<file path="config.mk">
export PLATFORM = sky130hd
export DESIGN_NAME = synth_voice_allocator_core
export DESIGN_NICKNAME = d
export VERILOG_FILES = /design/src/rtl/sva_pkg.sv /design/src/rtl/sva_cell.sv /design/src/rtl/synth_voice_allocator_core.sv
export SDC_FILE = /design/constraint.sdc
export NUM_CORES = 2
export LEC_CHECK = 0
export ABC_AREA = 0
export CELL_PAD_IN_SITES_DETAIL_PLACEMENT = 2
export CELL_PAD_IN_SITES_GLOBAL_PLACEMENT = 2
export CORE_ASPECT_RATIO = 0.6
export CORE_MARGIN = 4
export CORE_UTILIZATION = 30
export CTS_CLUSTER_DIAMETER = 30
export DETAILED_ROUTE_END_ITERATION = 12
export DONT_BUFFER_PORTS = 1
export GPL_TIMING_DRIVEN = 0
export MAX_ROUTING_LAYER = met4
export PLACE_DENSITY_LB_ADDON = 0.1
export SYNTH_ARGS = -nofsm -noshare
export SYNTH_HDL_FRONTEND = slang
export SYNTH_SLANG_ARGS = --single-unit
</file>
<file path="constraint.sdc">
create_clock -name clock -period 2.5 [get_ports clock]
set_input_delay 0.5 -clock clock [delete_from_list [all_inputs] [get_ports clock]]
set_output_delay 0.5 -clock clock [all_outputs]
set_load 0.02 [all_outputs]
</file>
<file path="src/rtl/sva_pkg.sv">
// Shared types and constants for the synth voice allocator.
// Used by sva_cell and synth_voice_allocator_core; no dependencies.
`timescale 1ns / 1ps

package sva_pkg;

   localparam int NUM_VOICES_DEF = 8;
   localparam int AGE_W          = 32;
   localparam int NOTE_W         = 7;
   localparam int VEL_W          = 7;
   localparam int CSR_W          = 4;
   localparam int MASK_W         = 8;
   localparam int UNI_MAX        = 8;

   typedef enum logic [1:0] {
      CMD_NOTE_ON  = 2'd0,
      CMD_NOTE_OFF = 2'd1,
      CMD_ALL_OFF  = 2'd2,
      CMD_FINISHED = 2'd3
   } sva_cmd_type;

   typedef enum logic [1:0] {
      ACT_START    = 2'd0,
      ACT_RELEASE  = 2'd1,
      ACT_KILL_ALL = 2'd2
   } sva_action_type;

   typedef enum logic [1:0] {
      MODE_POLY    = 2'd0,
      MODE_MONO    = 2'd1,
      MODE_LEGATO  = 2'd2,
      MODE_UNISON  = 2'd3
   } sva_mode_type;

   typedef enum logic [1:0] {
      CSR_VOICE_MODE   = 2'd0,
      CSR_UNISON_COUNT = 2'd1,
      CSR_GLIDE_ON     = 2'd2,
      CSR_GLIDE_HELD   = 2'd3
   } sva_csr_type;

   typedef enum logic [1:0] {
      ST_IDLE,
      ST_SCAN,
      ST_EMIT
   } sva_state_type;

   // broadcast from the controller to every cell
   typedef struct packed {
      logic              wr_en;
      logic              clr_all;
      logic              note_off;
      logic              finish;
      logic [NOTE_W-1:0] note;
      logic [AGE_W-1:0]  age;
   } sva_ctl_type;

   // running search result handed from cell to cell
   typedef struct packed {
      logic             free_found;
      logic             rel_found;
      logic [AGE_W-1:0] rel_age;
      logic [AGE_W-1:0] all_age;
   } sva_cand_type;

   typedef struct packed {
      logic used;
      logic gate;
      logic off_hit;
   } sva_stat_type;

endpackage

</file>
<file path="src/rtl/sva_cell.sv">
// One voice slot: used/gate/note/age state plus one stage of the
// free / oldest-released / oldest search chain. Depends on sva_pkg.
`timescale 1ns / 1ps

module sva_cell #(
   parameter int NUM_VOICES = sva_pkg::NUM_VOICES_DEF,
   parameter int CELL_ID    = 0,
   localparam int IDX_W     = (NUM_VOICES > 1) ? $clog2(NUM_VOICES) : 1
) (
   input  logic                  clock,
   input  logic                  reset,
   input  sva_pkg::sva_ctl_type  ctl,
   input  logic                  wr_sel,
   input  logic                  fin_sel,
   input  sva_pkg::sva_cand_type cand_i,
   input  logic [IDX_W-1:0]      free_idx_i,
   input  logic [IDX_W-1:0]      rel_idx_i,
   input  logic [IDX_W-1:0]      all_idx_i,
   output sva_pkg::sva_cand_type cand_o,
   output logic [IDX_W-1:0]      free_idx_o,
   output logic [IDX_W-1:0]      rel_idx_o,
   output logic [IDX_W-1:0]      all_idx_o,
   output sva_pkg::sva_stat_type stat_o
);
   import sva_pkg::*;

   localparam logic [IDX_W-1:0] MY_IDX = IDX_W'(CELL_ID);

   logic              used_ff, used_in;
   logic              gate_ff, gate_in;
   logic [NOTE_W-1:0] note_ff, note_in;
   logic [AGE_W-1:0]  age_ff, age_in;
   logic              off_hit;

   sva_cand_type      cand_ff, cand_in;
   logic [IDX_W-1:0]  free_idx_ff, free_idx_in;
   logic [IDX_W-1:0]  rel_idx_ff, rel_idx_in;
   logic [IDX_W-1:0]  all_idx_ff, all_idx_in;

   assign off_hit = ctl.note_off && used_ff && gate_ff && (note_ff == ctl.note);

   always_comb begin
      used_in = used_ff;
      gate_in = gate_ff;
      note_in = note_ff;
      age_in  = age_ff;
      if (ctl.wr_en && wr_sel) begin
         used_in = 1'b1;
         gate_in = 1'b1;
         note_in = ctl.note;
         age_in  = ctl.age;
      end else if (ctl.clr_all) begin
         used_in = 1'b0;
         gate_in = 1'b0;
      end else if (off_hit) begin
         gate_in = 1'b0;
      end else if (ctl.finish && fin_sel && used_ff && !gate_ff) begin
         used_in = 1'b0;
      end
   end

   // search stage; strict compares keep the lower voice on equal age
   always_comb begin
      cand_in     = cand_i;
      free_idx_in = free_idx_i;
      rel_idx_in  = rel_idx_i;
      all_idx_in  = all_idx_i;
      if (!cand_i.free_found && !used_ff) begin
         cand_in.free_found = 1'b1;
         free_idx_in        = MY_IDX;
      end
      if (!gate_ff && (!cand_i.rel_found || (age_ff < cand_i.rel_age))) begin
         cand_in.rel_found = 1'b1;
         cand_in.rel_age   = age_ff;
         rel_idx_in        = MY_IDX;
      end
      if (age_ff < cand_i.all_age) begin
         cand_in.all_age = age_ff;
         all_idx_in      = MY_IDX;
      end
   end

   always_ff @(posedge clock) begin
      if (reset) begin
         used_ff <= 1'b0;
         gate_ff <= 1'b0;
         age_ff  <= '0;
         cand_ff <= '0;
      end else begin
         used_ff <= used_in;
         gate_ff <= gate_in;
         age_ff  <= age_in;
         cand_ff <= cand_in;
      end
   end

   always_ff @(posedge clock) begin
      note_ff         <= note_in;
      free_idx_ff     <= free_idx_in;
      rel_idx_ff      <= rel_idx_in;
      all_idx_ff      <= all_idx_in;
   end

   assign cand_o         = cand_ff;
   assign free_idx_o     = free_idx_ff;
   assign rel_idx_o      = rel_idx_ff;
   assign all_idx_o      = all_idx_ff;
   assign stat_o.used    = used_ff;
   assign stat_o.gate    = gate_ff;
   assign stat_o.off_hit = off_hit;

endmodule

</file>
<file path="src/rtl/synth_voice_allocator_core.sv">
// Voice allocator top: controller, config registers and the row of voice cells.
// Note off, all notes off, voice finished: never busy; the first two give a registered result, finished gives none.
// Mono/legato note on: busy in the emit state, result registered from it.
// Poly note on: busy through the scan and emit states (the search walks the cell row);
// unison repeats scan and emit unison_count times (clamped to 1..8). Results cannot be stalled.
// Synchronous reset clears flags, ages, age counter and config at once.
`timescale 1ns / 1ps

module synth_voice_allocator_core #(
   parameter int NUM_VOICES = sva_pkg::NUM_VOICES_DEF
) (
   input  logic        clock,
   input  logic        reset,
   input  logic        start,
   output logic        busy,
   input  logic [1:0]  req_command,
   input  logic [6:0]  req_note,
   input  logic [6:0]  req_velocity,
   input  logic [2:0]  req_voice_index,
   output logic        rsp_valid,
   output logic [1:0]  rsp_action,
   output logic [2:0]  rsp_voice,
   output logic [6:0]  rsp_note_out,
   output logic [6:0]  rsp_velocity_out,
   output logic        rsp_retrigger,
   output logic        rsp_glide,
   output logic [2:0]  rsp_spread_slot,
   output logic        rsp_spread_on,
   output logic [7:0]  rsp_release_mask,
   output logic        rsp_last,
   input  logic        csr_write_en,
   input  logic [1:0]  csr_index,
   input  logic [3:0]  csr_wdata
);
   import sva_pkg::*;

   localparam int IDX_W  = (NUM_VOICES > 1) ? $clog2(NUM_VOICES) : 1;
   localparam int CNT_W  = $clog2(NUM_VOICES + 1);
   localparam int MASK_N = (NUM_VOICES < MASK_W) ? NUM_VOICES : MASK_W;

   // configuration
   sva_mode_type     mode_ff;
   logic [CSR_W-1:0] uni_cfg_ff;
   logic             glide_on_ff;
   logic             glide_held_ff;

   sva_state_type    state_ff, state_in;
   logic [CNT_W-1:0] cnt_ff, cnt_in;
   logic [3:0]       uni_ff, uni_in;
   logic [3:0]       total_ff, total_in;
   logic             direct_ff, direct_in;
   logic [NOTE_W-1:0] note_ff, note_in;
   logic [VEL_W-1:0] vel_ff, vel_in;
   logic [AGE_W-1:0] age_ff, age_in;

   logic             rsp_valid_ff, rsp_valid_in;
   logic [1:0]       action_ff, action_in;
   logic [2:0]       voice_ff, voice_in;
   logic [6:0]       note_out_ff, note_out_in;
   logic [6:0]       vel_out_ff, vel_out_in;
   logic             retrig_ff, retrig_in;
   logic             glide_ff, glide_in;
   logic [2:0]       slot_ff, slot_in;
   logic             spread_ff, spread_in;
   logic [7:0]       mask_ff, mask_in;
   logic             last_ff, last_in;

   logic             accept;
   logic             more;
   logic [3:0]       uni_sat;
   sva_ctl_type      ctl;
   logic [IDX_W-1:0] win_idx;
   logic             w_used, w_gate;

   sva_cand_type     cand [NUM_VOICES+1];
   logic [IDX_W-1:0] free_idx [NUM_VOICES+1];
   logic [IDX_W-1:0] rel_idx [NUM_VOICES+1];
   logic [IDX_W-1:0] all_idx [NUM_VOICES+1];
   sva_stat_type     stat [NUM_VOICES];
   logic [NUM_VOICES-1:0] wr_sel;
   logic [NUM_VOICES-1:0] fin_sel;

   assign busy   = (state_ff != ST_IDLE);
   assign accept = start && !busy;
   assign more   = !direct_ff && ((uni_ff + 4'd1) < total_ff);

   always_comb begin
      if (uni_cfg_ff == 4'd0) begin
         uni_sat = 4'd1;
      end else if (uni_cfg_ff > 4'(UNI_MAX)) begin
         uni_sat = 4'(UNI_MAX);
      end else begin
         uni_sat = uni_cfg_ff;
      end
   end

   // seed of the search chain: nothing found, oldest age at the maximum
   assign cand[0].free_found = 1'b0;
   assign cand[0].rel_found  = 1'b0;
   assign cand[0].rel_age    = '1;
   assign cand[0].all_age    = '1;
   assign free_idx[0]        = '0;
   assign rel_idx[0]         = '0;
   assign all_idx[0]         = '0;

   for (genvar g = 0; g < NUM_VOICES; g++) begin : g_cell
      assign wr_sel[g]  = (win_idx == IDX_W'(g));
      assign fin_sel[g] = (g < 8) && (req_voice_index == 3'(g));

      sva_cell #(
         .NUM_VOICES (NUM_VOICES),
         .CELL_ID    (g)
      ) u_cell (
         .clock      (clock),
         .reset      (reset),
         .ctl        (ctl),
         .wr_sel     (wr_sel[g]),
         .fin_sel    (fin_sel[g]),
         .cand_i     (cand[g]),
         .free_idx_i (free_idx[g]),
         .rel_idx_i  (rel_idx[g]),
         .all_idx_i  (all_idx[g]),
         .cand_o     (cand[g+1]),
         .free_idx_o (free_idx[g+1]),
         .rel_idx_o  (rel_idx[g+1]),
         .all_idx_o  (all_idx[g+1]),
         .stat_o     (stat[g])
      );
   end

   // winner and its pre-start flags
   always_comb begin
      if (direct_ff) begin
         win_idx = '0;
         w_used  = stat[0].used;
         w_gate  = stat[0].gate;
      end else if (cand[NUM_VOICES].free_found) begin
         win_idx = free_idx[NUM_VOICES];
         w_used  = 1'b0;
         w_gate  = 1'b0;
      end else if (cand[NUM_VOICES].rel_found) begin
         win_idx = rel_idx[NUM_VOICES];
         w_used  = 1'b1;
         w_gate  = 1'b0;
      end else begin
         win_idx = all_idx[NUM_VOICES];
         w_used  = 1'b1;
         w_gate  = 1'b1;
      end
   end

   // next state
   always_comb begin
      state_in = state_ff;
      case (state_ff)
         ST_IDLE: begin
            if (accept && (req_command == CMD_NOTE_ON)) begin
               if (mode_ff inside {MODE_MONO, MODE_LEGATO}) begin
                  state_in = ST_EMIT;
               end else begin
                  state_in = ST_SCAN;
               end
            end
         end
         ST_SCAN: begin
            if (cnt_ff == CNT_W'(NUM_VOICES - 1)) begin
               state_in = ST_EMIT;
            end
         end
         ST_EMIT: begin
            state_in = more ? ST_SCAN : ST_IDLE;
         end
         default: state_in = ST_IDLE;
      endcase
   end

   // datapath and outputs
   always_comb begin
      cnt_in       = cnt_ff;
      uni_in       = uni_ff;
      total_in     = total_ff;
      direct_in    = direct_ff;
      note_in      = note_ff;
      vel_in       = vel_ff;
      age_in       = age_ff;
      ctl          = '0;
      ctl.note     = note_ff;
      ctl.age      = age_ff;
      rsp_valid_in = 1'b0;
      action_in    = ACT_START;
      voice_in     = '0;
      note_out_in  = '0;
      vel_out_in   = '0;
      retrig_in    = 1'b0;
      glide_in     = 1'b0;
      slot_in      = '0;
      spread_in    = 1'b0;
      mask_in      = '0;
      last_in      = 1'b0;
      case (state_ff)
         ST_IDLE: begin
            cnt_in = '0;
            uni_in = '0;
            if (accept) begin
               note_in   = req_note;
               vel_in    = req_velocity;
               direct_in = mode_ff inside {MODE_MONO, MODE_LEGATO};
               total_in  = (mode_ff == MODE_UNISON) ? uni_sat : 4'd1;
               case (req_command)
                  CMD_NOTE_OFF: begin
                     ctl.note_off = 1'b1;
                     ctl.note     = req_note;
                     rsp_valid_in = 1'b1;
                     action_in    = ACT_RELEASE;
                     last_in      = 1'b1;
                     for (int i = 0; i < MASK_N; i++) begin
                        mask_in[i] = stat[i].off_hit;
                     end
                  end
                  CMD_ALL_OFF: begin
                     ctl.clr_all  = 1'b1;
                     rsp_valid_in = 1'b1;
                     action_in    = ACT_KILL_ALL;
                     last_in      = 1'b1;
                  end
                  CMD_FINISHED: begin
                     ctl.finish = 1'b1;
                  end
                  default: ;
               endcase
            end
         end
         ST_SCAN: begin
            cnt_in = cnt_ff + CNT_W'(1);
         end
         ST_EMIT: begin
            cnt_in       = '0;
            uni_in       = uni_ff + 4'd1;
            age_in       = age_ff + AGE_W'(1);
            ctl.wr_en    = 1'b1;
            rsp_valid_in = 1'b1;
            action_in    = ACT_START;
            voice_in     = 3'(win_idx);
            note_out_in  = note_ff;
            vel_out_in   = vel_ff;
            retrig_in    = direct_ff ?
                           !((mode_ff == MODE_LEGATO) && stat[0].used && stat[0].gate) : 1'b1;
            glide_in     = glide_on_ff && w_used && (!glide_held_ff || w_gate);
            slot_in      = uni_ff[2:0];
            spread_in    = (total_ff > 4'd1);
            last_in      = !more;
         end
         default: ;
      endcase
   end

   always_ff @(posedge clock) begin
      if (reset) begin
         state_ff      <= ST_IDLE;
         cnt_ff        <= '0;
         uni_ff        <= '0;
         total_ff      <= 4'd1;
         direct_ff     <= 1'b0;
         age_ff        <= '0;
         rsp_valid_ff  <= 1'b0;
         mode_ff       <= MODE_POLY;
         uni_cfg_ff    <= 4'd1;
         glide_on_ff   <= 1'b0;
         glide_held_ff <= 1'b0;
      end else begin
         state_ff     <= state_in;
         cnt_ff       <= cnt_in;
         uni_ff       <= uni_in;
         total_ff     <= total_in;
         direct_ff    <= direct_in;
         age_ff       <= age_in;
         rsp_valid_ff <= rsp_valid_in;
         if (csr_write_en) begin
            case (csr_index)
               CSR_VOICE_MODE:   mode_ff       <= sva_mode_type'(csr_wdata[1:0]);
               CSR_UNISON_COUNT: uni_cfg_ff    <= csr_wdata;
               CSR_GLIDE_ON:     glide_on_ff   <= csr_wdata[0];
               CSR_GLIDE_HELD:   glide_held_ff <= csr_wdata[0];
               default: ;
            endcase
         end
      end
   end

   always_ff @(posedge clock) begin
      note_ff     <= note_in;
      vel_ff      <= vel_in;
      action_ff   <= action_in;
      voice_ff    <= voice_in;
      note_out_ff <= note_out_in;
      vel_out_ff  <= vel_out_in;
      retrig_ff   <= retrig_in;
      glide_ff    <= glide_in;
      slot_ff     <= slot_in;
      spread_ff   <= spread_in;
      mask_ff     <= mask_in;
      last_ff     <= last_in;
   end

   assign rsp_valid        = rsp_valid_ff;
   assign rsp_action       = action_ff;
   assign rsp_voice        = voice_ff;
   assign rsp_note_out     = note_out_ff;
   assign rsp_velocity_out = vel_out_ff;
   assign rsp_retrigger    = retrig_ff;
   assign rsp_glide        = glide_ff;
   assign rsp_spread_slot  = slot_ff;
   assign rsp_spread_on    = spread_ff;
   assign rsp_release_mask = mask_ff;
   assign rsp_last         = last_ff;

   // a start result only follows an emit cycle
   a_start_from_emit: assert property (@(posedge clock) disable iff (reset)
      (rsp_valid && (rsp_action == ACT_START)) |-> $past(state_ff == ST_EMIT))
      else $error("start request result without emit cycle");

   // the search never waits longer than the cell row
   a_scan_bound: assert property (@(posedge clock) disable iff (reset)
      (state_ff == ST_SCAN) |-> (cnt_ff <= CNT_W'(NUM_VOICES - 1)))
      else $error("scan counter overran");

   // poly note on always goes through a search
   a_poly_scans: assert property (@(posedge clock) disable iff (reset)
      (accept && (req_command == CMD_NOTE_ON) && (mode_ff == MODE_POLY))
      |=> (state_ff == ST_SCAN))
      else $error("poly request skipped the search");

   // unison never emits more starts than configured
   a_uni_bound: assert property (@(posedge clock) disable iff (reset)
      (state_ff == ST_EMIT) |-> (uni_ff < total_ff))
      else $error("unison start count overran");

endmodule

</file>
# Yosys cells after proc, flatten, opt, wreduce, memory -nomap -nowiden
# Index checks and enable logic that the tools add are counted.
# op_classes
addsub	3
magnitude_cmp	18
eq_ne	44
n_mux	113
reduce_logical	162
# ops
cell	n
$lt A32 B32 Y1	14
$mux W33	8
$mux W32	7
$mux W1	80
$logic_and A1 B1 Y1	77
$eq A7 B7 Y1	8
$reduce_bool A3 Y1	16
$logic_not A1 Y1	34
$add A32 B1 Y32 const B	1
$lt A32 B32 Y1 const B	1
$reduce_and A2 Y1	14
$eq A3 B3 Y1 const B	8
$ne A3 B3 Y1 const B	8
$mux W10	2
$pmux W4 S2	2
$eq A2 B2 Y1 const B	7
$eq A3 B2 Y1 const B	4
$mux W4	3
$mux W3	3
$add A4 B1 Y4 const B	2
$eq A2 B1 Y1 const B	4
$logic_or A1 B1 Y1	8
$reduce_bool A2 Y1	4
$mux W7	1
other kinds (15)	24
# word_totals
reg_bits	947
input_bits	29
output_inout_bits	36
word_cells	446

# Longest topological paths before layout
# logic_depth
ltp_word	12
depth_mapped	10
ltp_nobuf	8

# Modules after synthesis
# From an unflattened synthesis, not the netlist that was laid out.
# unflattened
hier_cells	5752
area_unflattened_um2	50602.3
# by_module_without_submodules
mod	n_inst	cells_each	area_per_inst_um2	seq_area_each_um2
sva_cell at g_cell[3].u_cell ...	4	666	5740.5	2392.3
sva_cell at g_cell[1].u_cell ...	2	666	5824.3	2392.3
sva_cell at g_cell[0].u_cell	1	666	5839.4	2392.3
sva_cell at g_cell[4].u_cell	1	640	5739.3	2392.3
synth_voice_allocator_core	1	450	4413.0	2222.1

# Least setup slack after synthesis
# No wires, ideal clock.
# synth_path
path_type	reg-to-reg
start	register g_cell[2].u_cell.cand_ff (netlist bit g_cell[2].u_cell.cand_o[62])
end	register g_cell[3].u_cell.cand_ff (netlist bit g_cell[3].u_cell.cand_o[33])
setup_time_ps	72
arrival_time_ps	2355
required_time_ps	2428
path_slack_ps	74
stages_incl_launch_ff	9
path_buffers	1
synth_period_minus_slack_ps	2426
path_cell_list	dfxtp_1 > inv_1 > ha_1 > nand4_1 > or3_4 > or4_4 > o211ai_4 > buf_12 > mux2i_1
# synth_via
elab_chain_cells	4
# synth_rtl
element	line_no	rtl
from (decl)	sva_cell.sv:35	sva_cand_type cand_ff, cand_in;
from (signal assigned)	sva_cell.sv:93	cand_ff <= cand_in;
$lt A32 B32 Y1	sva_cell.sv:72	if (!gate_ff && (!cand_i.rel_found || (age_ff < cand_i.rel_age))) begin
$logic_or A1 B1 Y1	sva_cell.sv:72	
$logic_and A1 B1 Y1	sva_cell.sv:72	
$mux W33	sva_cell.sv:72	
to (signal assigned)	sva_cell.sv:93	
to (decl)	sva_cell.sv:35	
# Every way passes these cells.
# A chain may end at the register's enable or synchronous reset.

# Final worst setup path
# layout_path
start	register g_cell[2].u_cell.cand_ff (netlist bit g_cell[2].u_cell.cand_o[63])
end	register g_cell[3].u_cell.cand_ff (netlist bit g_cell[3].u_cell.cand_o[41])
# Same word-level chain as after synthesis.

==> qor.yml <==
outcome:
  status: "complete, but fails checks"
  violations: "setup timing"
min_path:
  hold_path_class: "in -> reg"
power_and_ir_drop:
  p_switching_mw: 10.4
  clock_power_share_pct: 62.8
  p_total_mw: 45.5
  comb_power_share_pct: 3.3
  swShare_pct: 22.9
  p_int_mw: 35.1
  p_leak_nw: 24.6
  p_per_area_nw_per_um2: 738
  ir_drop_mv: 0.525
  power.sequential.fraction_pct: 33.9
drt:
  antenna_left: 0
  vias: 37904
  drc_errors: 0
  drtPass1Iterations: 5
  vias_per_cell: 4.94
  drt_iter0_markers: 2048
  avgRoutedWirePerCell_um: 24.9
  wirelength_um: 191000
clock_tree:
  worst_skew_pair.late_latency_ns: 0.83
  cts_tree: "built"
  cts_max_level: 4
  cts_buffers: 208
  clock-sinks: 947
  root_buffer: "clkbuf_16"
  cts_buffer_depth: 4
  path_clk_slew_ns: 0.06
logic_synthesis:
  synth_mux_area_share_pct: 11.4
  syn_area_um2: 46800
  yosys.area_share.simple_pct: 17.9
  synth-edff-count: 70
  synth_fp_nets: 5578
  synth-compound-area-share_pct: 8.81
  synth_fa_ha_area_share_pct: 12.0
  ys_seq_area_share_pct: 42.0
  synth-main-ff-cell: "dfxtp_1"
  synthXorXnorAreaFrac_pct: 1.65
  postSynthAreaPerCell_um2: 9.18
  synth_cell_type_count: 70
  ys_ff_latch: 947
  ys_warn_count: 0
  syn_inst: 5101
  synth_top_family_by_area: "simple AND/OR/NAND/NOR gates"
  async_flop_share_pct: 0
timing:
  timing.final.ws_setup_ns: -0.331
  whs_ns: 0.0346
  finalHoldViolations: 0
  slew_headroom_pct: 14.0
  timing.fmax_mhz: 353
  skew_ns: 0.0489
  drv_slew: 0
  setup_violations: 102
  tns_ns: -15.70
  rsz0062_at_grt: "true"
  fin_crit_sh_pct: 113
  period_needed_ns: 2.83
  worst_pin_slew_ns: 1.29
setup_path:
  cpMaxStageDelayCell: "or4_4"
  cp_cell_sequence: "inv_2 > ha_4 > nand4_1 > or3_4 > or4_4 > o211ai_4 > buf_12 > buf_12 > mux2i_4"
  cp.required_ns: 3.22
  worst_ep_arrival_time_ns: 3.56
  critical_path_peak_fanout: 8
  crit_type: "reg -> reg"
  slowest_delay_ns: 0.56
  worst-path-buf-inv: 3
  cp-start-kind: "flip-flop"
  crit_family: "simple AND/OR/NAND/NOR gates"
  path_common_cell: "buf_12"
  endpoint_kind: "flip-flop"
place:
  dp_cells: 7138
  port_buffers: 0
  globalplace.congestion: 0.819
  dp_hpwl_um: 143000
global_route:
  grt_use_total_pct: 23.5
  grt_pass1_wl_um: 277000
  grt_max_degree: 24
  antenna_found_initial: 19
  grt_overflow: 0
  grt_pass1_vias: 41431
final_layout:
  mostFrequentLayoutCell: "dfxtp_1"
  drive_gt1_share_pct: 18.3
  fin_nets: 5949
  mostFrequentLayoutCells: "dfxtp_1 (810), nand2b_1 (592), mux2i_1 (482), inv_1 (457), nand2_1 (439)"
  syn2layout_area_growth_pct: 31.8
  final_cells: 7675
  fin_util_pct: 40.1
die:
  start_util_pct: 30.4
  rows: 111
  die_y_um: 314
  dieArea_um2: 163000
  core_area_um2: 154000
  io_pins: 65
  die_w_um: 518
job:
  maxCapViolCount: 0
cells by family (layout without fill, tap and decap cells):
kind of cell             count (synthesis)  in the layout
AND/OR/NAND/NOR                       1649           1649
other                                    0              4
adder cells (fa/ha/maj)                448            448
multiplexers                           530            530
buffers and inverters                  744           1280
flip-flops                             947            947
XOR/XNOR                                88             88
AO/OA/AOI/OAI                          695            695
flip-flops by register name, indices dropped and copies added (netlist names), 3 cells and up:
| signal | cells |
|---|---|
| age_ff | 32 |
| rsp_note_out | 7 |
| rsp_velocity_out | 7 |
| g_cell.u_cell.gate_ff | 8 |
| uni_ff | 4 |
| rsp_spread_slot | 3 |
| g_cell.u_cell.free_idx_o | 17 |
| g_cell.u_cell.used_ff | 8 |
| uni_cfg_ff | 4 |
| g_cell.u_cell.cand_o | 464 |
| g_cell.u_cell.all_idx_o | 17 |
| rsp_voice | 3 |
| note_ff | 7 |
| vel_ff | 7 |
| g_cell.u_cell.age_ff | 256 |
| cnt_ff | 4 |
| rsp_release_mask | 8 |
| total_ff | 4 |
| g_cell.u_cell.rel_idx_o | 17 |
| g_cell.u_cell.note_ff | 56 |
power groups by stage:
stage / combinational, mW / sequential [mW] / clock, mW
6_report: 1.49 / 15.4 / 28.6
5_1_grt: 1.56 / 15.4 / 30.1
4_1_cts: 1.38 / 15.4 / 29.2
3_5_place_dp: 1.21 / 15.7 / 0
3_3_place_gp: 1.19 / 15.7 / 0
2_1_floorplan: 0.672 / 15.7 / 0
Yosys cell counts (3+ instances only):
library cell  number  area (um^2)
dfxtp_1          877        17600
nand2b_1         595         3720
mux2i_1          520         5200
inv_1            476         1790
nand2_1          452         1700
ha_1             448         5610
a21oi_1          381         1910
nor2_1           318         1190
clkbuf_1         200          751
o21ai_0          101          505
edfxtp_1          70         2100
nor2b_1           64          400
xnor2_1           62          543
a211oi_1          53          398
nand4_1           50          313
buf_2             48          240
nand3_1           44          220
o221ai_1          34          298
a21o_1            33          248
and2_1            26          163
xor2_1            26          228
nor3_1            22          110
and4_1            15          131
or2_2             15         93.8
o21bai_1          13         97.6
and3_1            12         75.1
o211ai_1          12         90.1
a221oi_1          10         87.6
a31oi_1           10         62.6
mux2_2            10          113
nor4_1             9         56.3
buf_4              8         60.1
nand3b_1           8         60.1
buf_1              7         26.3
o311ai_0           7         61.3
a2111oi_0          6         52.6
or3_1              6         37.5
a211o_1            5         43.8
o21a_1             5         37.5
a22oi_1            3         22.5
buf_12             3         60.1
o211a_1            3         30.0
worst paths after layout:
path	startpoint	depth (start not counted)	slack, ns	end
setup / recovery	g_cell[2].u_cell.cand_o[63]$_SDFF_PP0_	9	-0.33	g_cell[3].u_cell.cand_o[41]$_SDFF_PP0_
hold reg to reg	g_cell[0].u_cell.cand_o[65]$_SDFF_PP0_	1	0.41	g_cell[1].u_cell.free_idx_o[0]$_DFF_P_
hold / removal	req_voice_index[0]	3	0.03	g_cell[3].u_cell.used_ff$_SDFFE_PP0P_
setup reg to reg	g_cell[2].u_cell.cand_o[63]$_SDFF_PP0_	9	-0.33	g_cell[3].u_cell.cand_o[41]$_SDFF_PP0_
tightest hold or removal path, delay by kind of cell:
| family | cells | cell delay, ns |
|---|---|---|
| AOI/OAI and AO/OA | 2 | 0.24 |
| and+or+nand+nor | 1 | 0.09 |
through the flow:
stage	setup WS (ns)	area (um^2)
after global routing	-0.348	61700
after detailed placement	-2.49	49400
after global placement	-2.51	49300
final	-0.331	61700
after CTS	-0.168	60000
after floorplan	0.0738	46800
timing repair:
item / 4_1_cts / 5_1_grt
gates cloned: 14 / 14
pin swaps: 102 / 72
setup endpoints to repair: 874 / 740
hold buffers: 28 / 0
setup buffers: 80 / 43
hold endpoints to repair: 28 / 0
resized for setup: 525 / 314
routing by layer:
| metal | up-vias | routed length, um | track usage [%] |
|---|---|---|---|
| met2 | 667 | 76900 | 33.0 |
| li1 | 17910 | - | - |
| met4 | 0 | 3840 | 5.20 |
| met5 | - | 0 | - |
| met3 | 270 | 8480 | 3.48 |
| met1 | 19057 | 102000 | 35.2 |
layout make-up:
cell class                 instances  area (um^2)
inverter                         478         1820
clock buffer                     258         5790
clock inverter                   117         1470
sequential                       947        19800
fill                           16380        92200
timing repair buffer             177         2180
timing repair inverter             1         5.00
multi-input combinational       3410        26300
tap                             2034         2540
buffer                           249         1870
antenna                            4         10.0
No activity file was read; power rests on OpenSTA's default activity.
